### config.mk
export PLATFORM = sky130hd
export DESIGN_NAME = ipk_ctrl
export DESIGN_NICKNAME = d
export VERILOG_FILES = /design/src/sv/interval_row_packer_unit_macros.svh /design/src/sv/ipk_pkg.sv /design/src/sv/ipk_ctrl.sv
export SDC_FILE = /design/constraint.sdc
export NUM_CORES = 1
export LEC_CHECK = 0
export ABC_AREA = 1
export BUFFER_PORTS_ARGS = -buffer_cell sky130_fd_sc_hd__buf_4
export CAP_MARGIN = 25
export CELL_PAD_IN_SITES_DETAIL_PLACEMENT = 0
export CELL_PAD_IN_SITES_GLOBAL_PLACEMENT = 1
export CORE_MARGIN = 2
export CORE_UTILIZATION = 29
export DETAILED_ROUTE_END_ITERATION = 10
export HOLD_SLACK_MARGIN = 0.08
export PLACE_DENSITY = 0.87
export REMOVE_ABC_BUFFERS = 1
export SYNTH_ARGS = -nofsm -noshare
export SYNTH_HDL_FRONTEND = slang
export SYNTH_SLANG_ARGS = --single-unit
### constraint.sdc
create_clock -name clk -period 2.2 [get_ports clk]
set_input_delay 0.44 -clock clk [delete_from_list [all_inputs] [get_ports clk]]
set_output_delay 0.44 -clock clk [all_outputs]
set_load 0.03 [all_outputs]
### src/sv/interval_row_packer_unit_macros.svh
// Assertion macros for the file that checks its own logic.
// The checks use the clock clk and the reset arst_n of the module that uses them.
`ifndef INTERVAL_ROW_PACKER_UNIT_MACROS_SVH
`define INTERVAL_ROW_PACKER_UNIT_MACROS_SVH

`define IPK_CHECK(lbl, ante, cons, msg) \
	lbl: assert property (@(posedge clk) disable iff (!arst_n) (ante) |-> (cons)) else $error(msg);

`define IPK_CHECK_NEXT(lbl, ante, cons, msg) \
	lbl: assert property (@(posedge clk) disable iff (!arst_n) (ante) |=> (cons)) else $error(msg);

`endif

### src/sv/ipk_pkg.sv
package ipk_pkg;

	localparam int MAX_ITEMS_DEF = 64;
	localparam int DIV_W = 33;
	localparam int DVS_W = 16;

	localparam logic [15:0] BAND_STEP_RST = 16'd100;
	localparam logic [15:0] ROW_GAP_RST = 16'd100;
	localparam logic [15:0] MIN_BAND_W = 16'd10;

	localparam logic REG_BAND_STEP = 1'b0;
	localparam logic REG_ROW_GAP = 1'b1;

	localparam logic [1:0] ST_ACTIVE = 2'd1;
	localparam logic [1:0] ST_POOL = 2'd2;

	typedef struct packed {
		logic signed [31:0] start_pos;
		logic signed [31:0] end_pos;
		logic last_item;
	} item_in_t;

	typedef struct packed {
		logic [6:0] row_index;
		logic [6:0] total_rows;
		logic dropped;
		logic last_result;
	} item_out_t;

	typedef struct packed {
		logic load;
		logic pack_init;
		logic idx_clr;
		logic idx_inc;
		logic item_rd;
		logic band_zero_wr;
		logic div_go;
		logic band_div_wr;
		logic min_clr;
		logic min_upd;
		logic pass_init;
		logic row_clr;
		logic row_rd;
		logic row_eval;
		logic pick_wr;
		logic pass_end;
		logic out_load;
		logic set_done;
	} ipk_cmd_t;

	typedef struct packed {
		logic len_small;
		logic div_done;
		logic idx_last;
		logic min_any;
		logic skip;
		logic used_zero;
		logic row_last;
		logic out_free;
	} ipk_sts_t;

endpackage

### src/sv/ipk_ctrl.sv
module ipk_ctrl (
	input  logic clk,
	input  logic arst_n,
	input  logic in_valid,
	input  logic in_last,
	output logic in_ready,
	input  ipk_pkg::ipk_sts_t sts,
	output ipk_pkg::ipk_cmd_t cmd
);
	import ipk_pkg::*;

	localparam logic [3:0] S_IDLE = 4'd0;
	localparam logic [3:0] S_LEN_RD = 4'd1;
	localparam logic [3:0] S_LEN = 4'd2;
	localparam logic [3:0] S_DIV = 4'd3;
	localparam logic [3:0] S_MIN_RD = 4'd4;
	localparam logic [3:0] S_MIN = 4'd5;
	localparam logic [3:0] S_ITEM_RD = 4'd6;
	localparam logic [3:0] S_ITEM = 4'd7;
	localparam logic [3:0] S_ROW_RD = 4'd8;
	localparam logic [3:0] S_ROW = 4'd9;
	localparam logic [3:0] S_PICK = 4'd10;
	localparam logic [3:0] S_OUT_RD = 4'd11;
	localparam logic [3:0] S_OUT = 4'd12;

	logic [3:0] state_q;
	logic [3:0] state_d;

	always_comb begin
		cmd = '0;
		state_d = state_q;
		in_ready = 1'b0;
		unique case (state_q)
			S_IDLE: begin
				in_ready = 1'b1;
				if (in_valid) begin
					cmd.load = 1'b1;
					if (in_last) begin
						cmd.pack_init = 1'b1;
						cmd.idx_clr = 1'b1;
						state_d = S_LEN_RD;
					end
				end
			end
			S_LEN_RD: begin
				cmd.item_rd = 1'b1;
				state_d = S_LEN;
			end
			S_LEN, S_DIV: begin
				if (state_q == S_LEN && !sts.len_small) begin
					cmd.div_go = 1'b1;
					state_d = S_DIV;
				end else if (state_q == S_LEN || sts.div_done) begin
					cmd.band_zero_wr = state_q == S_LEN;
					cmd.band_div_wr = state_q == S_DIV;
					if (sts.idx_last) begin
						cmd.idx_clr = 1'b1;
						cmd.min_clr = 1'b1;
						state_d = S_MIN_RD;
					end else begin
						cmd.idx_inc = 1'b1;
						state_d = S_LEN_RD;
					end
				end
			end
			S_MIN_RD: begin
				cmd.item_rd = 1'b1;
				state_d = S_MIN;
			end
			S_MIN: begin
				cmd.min_upd = 1'b1;
				if (sts.idx_last) begin
					cmd.idx_clr = 1'b1;
					if (sts.min_any) begin
						cmd.pass_init = 1'b1;
						state_d = S_ITEM_RD;
					end else begin
						state_d = S_OUT_RD;
					end
				end else begin
					cmd.idx_inc = 1'b1;
					state_d = S_MIN_RD;
				end
			end
			S_ITEM_RD: begin
				cmd.item_rd = 1'b1;
				state_d = S_ITEM;
			end
			S_ITEM, S_PICK: begin
				if (state_q == S_ITEM && !sts.skip) begin
					cmd.row_clr = 1'b1;
					state_d = sts.used_zero ? S_PICK : S_ROW_RD;
				end else begin
					cmd.pick_wr = state_q == S_PICK;
					if (sts.idx_last) begin
						cmd.idx_clr = 1'b1;
						cmd.pass_end = 1'b1;
						cmd.min_clr = 1'b1;
						state_d = S_MIN_RD;
					end else begin
						cmd.idx_inc = 1'b1;
						state_d = S_ITEM_RD;
					end
				end
			end
			S_ROW_RD: begin
				cmd.row_rd = 1'b1;
				state_d = S_ROW;
			end
			S_ROW: begin
				cmd.row_eval = 1'b1;
				state_d = sts.row_last ? S_PICK : S_ROW_RD;
			end
			S_OUT_RD: begin
				cmd.item_rd = 1'b1;
				state_d = S_OUT;
			end
			S_OUT: begin
				if (sts.out_free) begin
					cmd.out_load = 1'b1;
					if (sts.idx_last) begin
						cmd.set_done = 1'b1;
						state_d = S_IDLE;
					end else begin
						cmd.idx_inc = 1'b1;
						state_d = S_OUT_RD;
					end
				end
			end
			default: begin
				state_d = S_IDLE;
			end
		endcase
	end

	always_ff @(posedge clk or negedge arst_n) begin
		if (!arst_n) begin
			state_q <= S_IDLE;
		end else begin
			state_q <= state_d;
		end
	end

endmodule

==> results.rst, run 1 <==
.. list-table::
   :header-rows: 1

   * - Metric
     - Value
   * - Standard cell core area
     - 1940 um^2
   * - Number of setup violations in the final report
     - 0
   * - Critical path origin
     - state_q[2]
   * - CTS tree
     - yes
   * - Post-synth EDFFs
     - 0
   * - Iteration count of the initial detailed-routing pass
     - 4
   * - Flip-flop and latch count after synthesis
     - 4
   * - Kind of cell adding the most delay to the critical path
     - flip-flops
   * - CTS sink cnt
     - 4
   * - Die extent in x
     - 49.1 um
   * - Setup repair after global routing missed its margin
     - false
   * - Maximum Capacitance Violations
     - 0
   * - Register containing the most flip-flops in the final layout
     - state_q
   * - Post-detailed-route DRC marker count
     - 0
   * - Fmax achieved
     - 482 MHz
   * - Die Y
     - between 40 and 50 um
   * - Number of distinct library cells after synthesis
     - 18
   * - Top area cells in the synthesized netlist
     - nand2_1, dfrtp_1, inv_1
   * - Synth warn
     - 0
   * - Flip-flop count of the largest register, all copies and words added
     - 4
   * - CTS buffer count
     - 3
   * - Routed wire length
     - 1700 um
   * - Cells along the critical path
     - inv_2 -> nor2_4 -> nand2_1 -> o21ai_1 -> nand2_1 -> inv_2 -> nand2_2 -> nand4_1 -> buf_4
   * - Reg2Reg Launch Point
     - state_q[0]
   * - Largest fanout on the critical path
     - 7
   * - Rows
     - 16
   * - End-of-flow core utilization
     - 0.455
   * - Vias in the first global route
     - 705
   * - CP Capture Type
     - output pin
   * - Minimum period implied by the final worst setup slack
     - roughly 2.1 ns
   * - Total number of vias
     - 785
   * - Leakage Power
     - 0.543 nW
   * - Global-route wire length before repair
     - 2900 um
   * - Sequential cell area
     - 100 um^2
   * - Ratio of cells with drive above 1 in the final layout
     - 0.343
   * - Library cell with the largest summed area after synthesis
     - nand2_1
   * - Number of top-level design ports
     - 31
   * - Die area
     - around 2400 um^2
   * - Post-synthesis instance area
     - 589 um^2
   * - Max-slew headroom
     - 0.785
   * - Overall power
     - roughly 0.00095 W
   * - Count of filler cells inserted in the layout
     - 220
   * - Delay of the slowest cell on the worst path
     - 0.48 ns
   * - Most numerous cell types in the synthesized netlist
     - nand2_1, inv_1, nor2_1
   * - Worst Max-Slew Pin Slew
     - 0.323 ns
   * - Post-DP HPWL
     - 1410 um
   * - Bufs on Longest Clock Path
     - 2
   * - Routed length per placed instance
     - 10.0 um
   * - Routability congestion estimate from global placement
     - 0.927
   * - H-Tree Depth
     - 1
   * - Largest net degree at the start of global routing
     - 9
   * - Setup Crit Path Kind
     - flop to output pin
   * - Clock tree root buffer cell
     - clkbuf_4
   * - Tcrit/Tclk final
     - 0.943
   * - Number of buffers added on ports
     - 30
   * - Post-route antenna net violation count
     - 0
   * - Sum Neg Setup Slack
     - 0 ns
   * - Area growth from synthesis to layout
     - 49.9%
   * - CP max-delay cell
     - dfrtp_1
   * - Sequential cell area fraction in the yosys report
     - 0.170
   * - Post-CTS clock slew at the launch and capture registers of the worst setup and hold paths
     - 0.04 ns
   * - Total area of multi-input combinational cells
     - 402 um^2
   * - Iteration-0 DRC Markers
     - 34
   * - Grt ovf
     - 0
   * - Syn_area_per_cell
     - about 5.4 um^2
   * - Setup slack of the critical path after layout
     - 0.124 ns
   * - Number of slew-limit violations in the final report
     - 0
   * - Largest registers
     - state_q x4
   * - Top FF cell, synth
     - dfrtp_1
   * - Data arrival time at the worst-slack endpoint
     - 1.64 ns
   * - Final setup skew
     - ~0.0033 ns
   * - Gate count after technology mapping
     - 110
   * - Ratio of total power to cell area
     - 1070 nW/um^2
   * - Antenna violations before repair
     - 0
   * - Insertion delay of the later-clocked pin in the worst-skew pair
     - 0.24 ns
   * - Share of async-settable or async-resettable flops after synthesis
     - 1.00
   * - Share of the synthesized area in the top cell type
     - 0.185
   * - Source of the worst hold timing path
     - sts[0]
   * - Effective utilization at floorplan
     - 0.303
   * - Overall track demand over capacity in global routing
     - 0.153
   * - Status
     - complete, no violations
   * - Worst hold slack across all endpoints
     - 0.489 ns
   * - Data required time of the worst path
     - roughly 1.8 ns
   * - Leading cell type by number of instances after synthesis
     - nand2_1
   * - Hold Crit Class
     - primary input to flop
   * - Startpoint kind of the worst setup timing path
     - flop
   * - Final number of hold-violating endpoints
     - 0
   * - Average vias per placed instance
     - 4.62
   * - Largest vdd supply drop
     - 0.581 mV
   * - Buffers plus inverters on the worst setup path
     - 3
   * - Number of antenna cells inserted
     - 0
   * - Post-layout nets
     - 157
   * - DP Worst Slack
     - between 0.3 and 0.4 ns
[cells in the final DEF, fill, tap and decap left out]
cell type / count
nand4_1: 4
inv_1: 20
nor3_4: 1
dfrtp_1: 4
o21ai_1: 3
buf_4: 30
inv_2: 4
a21oi_1: 2
dlygate4sd3_1: 1
nor3_1: 2
nand2_1: 28
nor2_1: 15
o21ai_0: 4
nor2_2: 2
nand3_2: 2
nand3_1: 11
a21oi_2: 1
nand2_2: 4
nor2_4: 2
clkbuf_4: 3
[layer usage]
layer,routed length (um),track usage,part of all wire,vias to the layer above
met4,25,0.0857,0.015,0
met1,772,0.208,0.45,349
li1,-,-,-,409
met2,816,0.234,0.48,25
met5,0,0,0,-
met3,89,0.0153,0.052,2
[where the power goes]
part	leakage (nW)	switching (W)	internal (W)
sequential	0.0524	0.0000396	0.000101
clock	0.0138	0.0000318	0.0000611
combinational	0.477	0.000476	0.000239
total	0.543	0.000548	0.000402
[cell families (layout without fill, tap and decap cells)]
family / count (synthesis) / count (layout) / share of synthesized area
AOI/OAI and AO/OA: 10 / 10 / 0.0913
buffers and inverters: 25 / 58 / 0.161
DFF: 4 / 4 / 0.170
and+or+nand+nor: 71 / 71 / 0.577
[worst register-to-register path, delay by kind of cell, from the launching register on]
| kind | cells | cell delay (ns) |
|---|---|---|
| DFF | 1 | 0.40 |
| AOI/OAI and AO/OA | 1 | 0.08 |
| and+or+nand+nor | 5 | 0.76 |
[metrics by stage]
step | instances | cell area [um^2]
final | 170 | 883
after global placement | 166 | 843
after global routing | 170 | 883
after floorplan | 109 | 584
after detailed placement | 166 | 843
after CTS | 170 | 876
[layout make-up]
type	count	area share
Inverter	24	0.102
Multi-Input combinational cell	81	0.455
Clock buffer	3	0.0255
Sequential cell	4	0.113
Tap cell	27	0.0382
Timing Repair Buffer	31	0.266
[path summary, 6_finish.rpt]
check / end / slack, ns / depth (start not counted)
min in group asynchronous: state_q[2] / 0.53 / 2
worst max register to register: state_q[3] / 0.84 / 6
worst min-delay path: state_q[3] / 0.49 / 4
worst min register to register: state_q[3] / 0.87 / 5
worst max-delay path: cmd[15] / 0.12 / 9
max in group asynchronous: state_q[1] / 1.57 / 2
[timing repair]
action | 4_1_cts | 5_1_grt
hold buffers | 1 | 0
endpoints found under the hold margin | 4 | 0
buffers inserted | 0 | 0
setup endpoints to repair | 0 | 3
resized for setup | 0 | 2
No activity file was read; power rests on OpenSTA's default activity.
==> inputs of run 2 (changes only) <==
Settings changed: BUFFER_PORTS_ARGS -buffer_cell sky130_fd_sc_hd__buf_4 to -buffer_cell sky130_fd_sc_hd__buf_2, CORE_UTILIZATION 29 to 24, PLACE_DENSITY 0.87 to 0.78.
Clock period 2.2 ns to 1.9 ns, I/O delays scaled along.
==> results.rst, run 2 (synthesis gave the netlist of run 1 again) <==
.. list-table::
   :header-rows: 1

   * - Metric
     - Value
   * - Status
     - finished with violations
   * - Failing checks
     - setup timing
   * - Effective utilization at floorplan
     - 0.259
   * - Setup Crit Path Kind
     - flop to output pin
   * - Worst hold slack across all endpoints
     - between 0.4 and 0.5 ns
   * - Post-layout nets
     - approximately 170
   * - CTS buffer count
     - 3
   * - Post-CTS clock slew at the launch and capture registers of the worst setup and hold paths
     - 0.04 ns
   * - Count of filler cells inserted in the layout
     - ~240
   * - Largest vdd supply drop
     - 0.615 mV
   * - Grt ovf
     - 0
   * - Largest net degree at the start of global routing
     - 9
   * - Iteration count of the initial detailed-routing pass
     - 4
   * - Number of slew-limit violations in the final report
     - 0
   * - Max-slew headroom
     - 0.837
   * - Sequential Power Share
     - 0.144
   * - Global-route wire length before repair
     - 3010 um
   * - Register containing the most flip-flops in the final layout
     - state_q
   * - Average vias per placed instance
     - 4.78
   * - Routability congestion estimate from global placement
     - 0.923
   * - Number of buffers added on ports
     - 30
   * - Ratio of total power to cell area
     - roughly 1300 nW/um^2
   * - Routed wire length
     - 2110 um
   * - Rows
     - 17
   * - Standard cell core area
     - 2280 um^2
   * - Total number of vias
     - just under 900
   * - Maximum Capacitance Violations
     - 0
   * - Tcrit/Tclk final
     - 1.01
   * - Overall track demand over capacity in global routing
     - 0.145
   * - Post-detailed-route DRC marker count
     - 0
   * - Clock tree root buffer cell
     - clkbuf_4
   * - Routed length per placed instance
     - 11.7 um
   * - H-Tree Depth
     - 1
   * - Area growth from synthesis to layout
     - 65.6%
   * - Data required time of the worst path
     - 1.52 ns
   * - Ratio of cells with drive above 1 in the final layout
     - 0.510
   * - Worst Max-Slew Pin Slew
     - ~0.24 ns
   * - Power spent charging and discharging nets
     - 0.000722 W
   * - Final number of hold-violating endpoints
     - 0
   * - Leakage Power
     - 0.593 nW
   * - Number of setup violations in the final report
     - 3
   * - Vias in the first global route
     - between 700 and 800
   * - Hold Crit Class
     - primary input to flop
   * - Data arrival time at the worst-slack endpoint
     - 1.54 ns
   * - Setup repair after global routing missed its margin
     - true
   * - Largest fanout on the critical path
     - 5
   * - CTS tree
     - yes
   * - Overall power
     - 0.00127 W
   * - CTS sink cnt
     - 4
   * - Largest registers
     - state_q x4
   * - Minimum period implied by the final worst setup slack
     - 1.92 ns
   * - Iteration-0 DRC Markers
     - 22
   * - Post-route antenna net violation count
     - 0
   * - Clock network power share
     - 0.087
   * - Die Y
     - 53.6 um
   * - Startpoint kind of the worst setup timing path
     - flop
   * - Combinational group share of total power
     - 0.768
   * - Final setup skew
     - around 0.0063 ns
   * - Bufs on Longest Clock Path
     - 2
   * - Number of antenna cells inserted
     - 0
   * - Die extent in x
     - 53.6 um
   * - Antenna violations before repair
     - 0
   * - Number of top-level design ports
     - 31
   * - CP Capture Type
     - output pin
   * - DP Worst Slack
     - roughly 0.10 ns
   * - Post-DP HPWL
     - 1470 um
   * - Die area
     - around 2900 um^2
   * - Fmax achieved
     - around 520 MHz
   * - Sum Neg Setup Slack
     - -0.0293 ns
   * - Commonest cells after routing, fill and taps aside
     - buf_2, nand2_1, inv_1, nor2_1, buf_4
   * - Setup slack of the critical path after layout
     - -0.0200 ns
   * - Area of all placed cells without fillers
     - 976 um^2
   * - Internal Pwr Total
     - around 0.00054 W
   * - Instance area at placement
     - roughly 800 um^2
   * - Most frequent standard cell in the layout excluding fill and tap cells
     - buf_2
   * - Insertion delay of the later-clocked pin in the worst-skew pair
     - between 0.2 and 0.3 ns
   * - Switch share
     - 0.570
   * - Flip-flop count of the largest register, all copies and words added
     - 4
## run 2: stage by stage
stage,utilization,cells
3_5_place_dp,0.341,168
6_report,0.429,181
2_1_floorplan,-,109
4_1_cts,0.382,176
3_3_place_gp,0.341,168
5_1_grt,0.429,181
## run 2: timing repair
item	in CTS	in global routing
setup buffers	4	5
hold endpoints to repair	4	0
gates cloned	0	0
pin swaps	3	8
gates resized for setup	13	23
hold buffers	1	0
endpoints found under the setup margin	5	7
## run 2: final timing paths
| check | start | to | slack [ns] | depth (start not counted) |
|---|---|---|---|---|
| min | sts[0] | state_q[2] | 0.44 | 4 |
| max in group asynchronous | arst_n | state_q[1] | 1.31 | 2 |
| max | state_q[3] | cmd[15] | -0.02 | 8 |
| min in group asynchronous | arst_n | state_q[3] | 0.46 | 2 |
| min reg2reg | state_q[1] | state_q[2] | 0.83 | 5 |
| max reg2reg | state_q[2] | state_q[2] | 0.36 | 10 |
## run 2: final cells by class
| cell class | count | area [um^2] | share of cell area |
|---|---|---|---|
| inverters | 24 | 92.6 | 0.0949 |
| flip-flops and latches | 4 | 104 | 0.106 |
| clock buffers | 3 | 22.5 | 0.0231 |
| multi-input cells | 81 | 460 | 0.472 |
| repair buffers | 41 | 262 | 0.268 |
| well taps | 28 | 35.0 | 0.0359 |
## run 2: metal layers
metal,wire length [um],part of all wire,global-route usage,vias up
met3,122,0.058,0.0111,8
met2,1090,0.52,0.245,37
met1,829,0.39,0.168,390
met5,0,0,0,-
met4,70,0.033,0.120,0
li1,-,-,-,430
## run 2: worst max-delay path: stages, from the launching register on
cell and delay, ns:
dfrtp_2 0.47, nor2_4 0.20, nand2_2 0.09, o21ai_4 0.08, nand2_2 0.09, inv_2 0.07, nand2_2 0.06, nand4_1 0.09
buf_6 0.14
## run 2: power groups by stage
stage          combinational [W]  clock, W  sequential [W]
2_1_floorplan           0.000572         0        0.000153
3_3_place_gp            0.000779         0        0.000160
3_5_place_dp            0.000774         0        0.000160
4_1_cts                 0.000845  0.000118        0.000164
5_1_grt                  0.00106  0.000122        0.000188
6_report                0.000973  0.000111        0.000183
==> inputs of run 3 (changes only) <==
Settings changed: CORE_ASPECT_RATIO from default to 1.5.
==> results.rst, run 3 (synthesis gave the netlist of run 1 again) <==
.. list-table::
   :header-rows: 1

   * - Metric
     - Value
   * - Largest fanout on the critical path
     - 6
   * - Worst Hold Endpoint
     - state_q[3]
   * - Instance area at placement
     - 772 um^2
   * - Largest net degree at the start of global routing
     - 9
   * - Vias in the first global route
     - just over 800
   * - Met3 Wirelength
     - slightly below 100 um
   * - Area of all placed cells without fillers
     - 917 um^2
   * - Cells along the critical path
     - nor2_4 -> nand3_2 -> nand2_2 -> inv_2 -> a21oi_2 -> nand3_1 -> buf_6
   * - Bufs on Longest Clock Path
     - 2
   * - Post-detailed-route DRC marker count
     - 0
   * - Post-route antenna net violation count
     - 0
   * - Status
     - finished with violations
   * - Minimum period implied by the final worst setup slack
     - 1.91 ns
   * - CTS sink cnt
     - 4
   * - CP Capture Type
     - output pin
   * - Total number of vias
     - 830
   * - Kind of cell adding the most delay to the critical path
     - simple AND/OR/NAND/NOR gates
   * - Buffers plus inverters on the worst setup path
     - 2
   * - Flip-flop count of the largest register, all copies and words added
     - 4
   * - Highest metal used
     - met4
   * - Post-DP HPWL
     - 1600 um
   * - Worst-case register-to-register setup slack
     - 0.53 ns
   * - Metal-1 WL
     - 781 um
   * - Maximum Capacitance Violations
     - 0
   * - Setup slack of the critical path after layout
     - -0.00871 ns
   * - Insertion delay of the later-clocked pin in the worst-skew pair
     - 0.24 ns
   * - Number of top-level design ports
     - 31
   * - Area growth from synthesis to layout
     - 55.6%
   * - Hold Crit Class
     - primary input to flop
   * - Delay of the slowest cell on the worst path
     - 0.47 ns
   * - Average vias per placed instance
     - between 4 and 5
   * - Post-CTS clock slew at the launch and capture registers of the worst setup and hold paths
     - ~0.040 ns
   * - Tcrit/Tclk final
     - 1.00
   * - Worst Max-Slew Pin Slew
     - 0.245 ns
   * - Setup repair after global routing missed its margin
     - true
   * - Number of slew-limit violations in the final report
     - 0
   * - Overall track demand over capacity in global routing
     - 0.157
   * - Largest registers
     - state_q x4
   * - Antenna violations before repair
     - 0
   * - Sum Neg Setup Slack
     - -0.00871 ns
   * - Ratio of total power to cell area
     - between 1000 and 1500 nW/um^2
   * - Reg2Reg Launch Point
     - state_q[3]
   * - Data required time of the worst path
     - 1.52 ns
   * - Number of setup violations in the final report
     - 1
   * - Die Y
     - 64.7 um
   * - Grt ovf
     - 0
   * - Rows
     - 22
   * - Routability congestion estimate from global placement
     - 0.814
   * - Setup Crit Path Kind
     - flop to output pin
   * - Final number of hold-violating endpoints
     - 0
   * - Routed length on met2
     - 1130 um
   * - Fmax achieved
     - 524 MHz
   * - Worst hold slack across all endpoints
     - between 0.4 and 0.5 ns
   * - CP max-delay cell
     - dfrtp_2
   * - Number of antenna cells inserted
     - 0
   * - Post-layout nets
     - 163
   * - Routed length per placed instance
     - 11.9 um
   * - Most frequent standard cell in the layout excluding fill and tap cells
     - buf_2
   * - CTS buffer count
     - 3
   * - Register containing the most flip-flops in the final layout
     - state_q
   * - Die area
     - 2880 um^2
   * - Iteration count of the initial detailed-routing pass
     - 4
   * - Effective utilization at floorplan
     - 0.246
   * - Max-slew headroom
     - 0.836
   * - Data arrival time at the worst-slack endpoint
     - approximately 1.5 ns
   * - H-Tree Depth
     - 1
   * - Ratio of cells with drive above 1 in the final layout
     - 0.497
   * - Clock tree root buffer cell
     - clkbuf_4
   * - Number of buffers added on ports
     - 30
   * - Leakage Power
     - 0.563 nW
   * - Commonest cells after routing, fill and taps aside
     - buf_2, nand2_1, inv_1, nor2_1
   * - Count of cells along the worst register-to-register path
     - 8
   * - Source of the worst hold timing path
     - sts[0]
   * - Failing checks
     - setup timing
   * - Global-route wire length before repair
     - 3340 um
   * - Final setup skew
     - 0.00223 ns
   * - End-of-flow core utilization
     - 0.383
   * - Routed wire length
     - 2060 um
   * - Startpoint kind of the worst setup timing path
     - flop
   * - R2r endpoint
     - state_q[1]
   * - Largest vdd supply drop
     - 0.559 mV
   * - Die extent in x
     - around 44 um
   * - Standard cell core area
     - 2390 um^2
   * - CTS tree
     - yes
   * - Hold path cells
     - 4
   * - Iteration-0 DRC Markers
     - 6
run 3: timing repair:
| item | in CTS | in global routing |
|---|---|---|
| setup endpoints to repair | 5 | 7 |
| endpoints found under the hold margin | 4 | 0 |
| hold buffers | 1 | 0 |
| pin swaps | 2 | 7 |
| cloned | 0 | 0 |
| setup buffers | 2 | 3 |
| gates resized for setup | 13 | 17 |
run 3: worst max path at each step:
stage               startpoint      end  cells past startpoint
floorplan           state_q[3]  cmd[14]                      5
global placement    state_q[3]  cmd[15]                      6
detailed placement  state_q[3]  cmd[15]                      6
CTS                 state_q[1]  cmd[14]                      6
global route        state_q[3]  cmd[15]                      8
finish              state_q[3]  cmd[14]                      7
run 3: power breakdown:
part / total (W) / switching (W) / internal (W)
combinational: 0.000910 / 0.000607 / 0.000303
sequential: 0.000183 / 0.0000591 / 0.000123
clock: 0.000107 / 0.0000358 / 0.0000707
run 3: metal layers:
metal	global-route usage	vias to the layer above
met2	0.279	30
met4	0.0909	0
met5	0	-
met3	0.0279	6
met1	0.162	371
li1	-	423
run 3: tightest hold or removal path, cell delays in order:
cell and delay (ns):
buf_2 0.09, nor2_2 0.05, inv_1 0.06, nand2_1 0.05
run 3: area by class of cell:
type,instances,area (um^2)
tap,24,30.0
multi-input combinational,81,439
timing repair buffer,37,230
sequential,4,105
fill,274,1480
inverter,24,90.1
clock buffer,3,22.5
run 3: per-stage QoR:
stage	instances	power [W]	setup WS, ns
after floorplan	109	0.000725	0.0715
after global placement	164	0.000943	0.0975
after detailed placement	164	0.000954	0.115
after CTS	170	0.00112	0.000741
after global routing	173	0.00130	-0.0818
final	173	0.00120	-0.00871
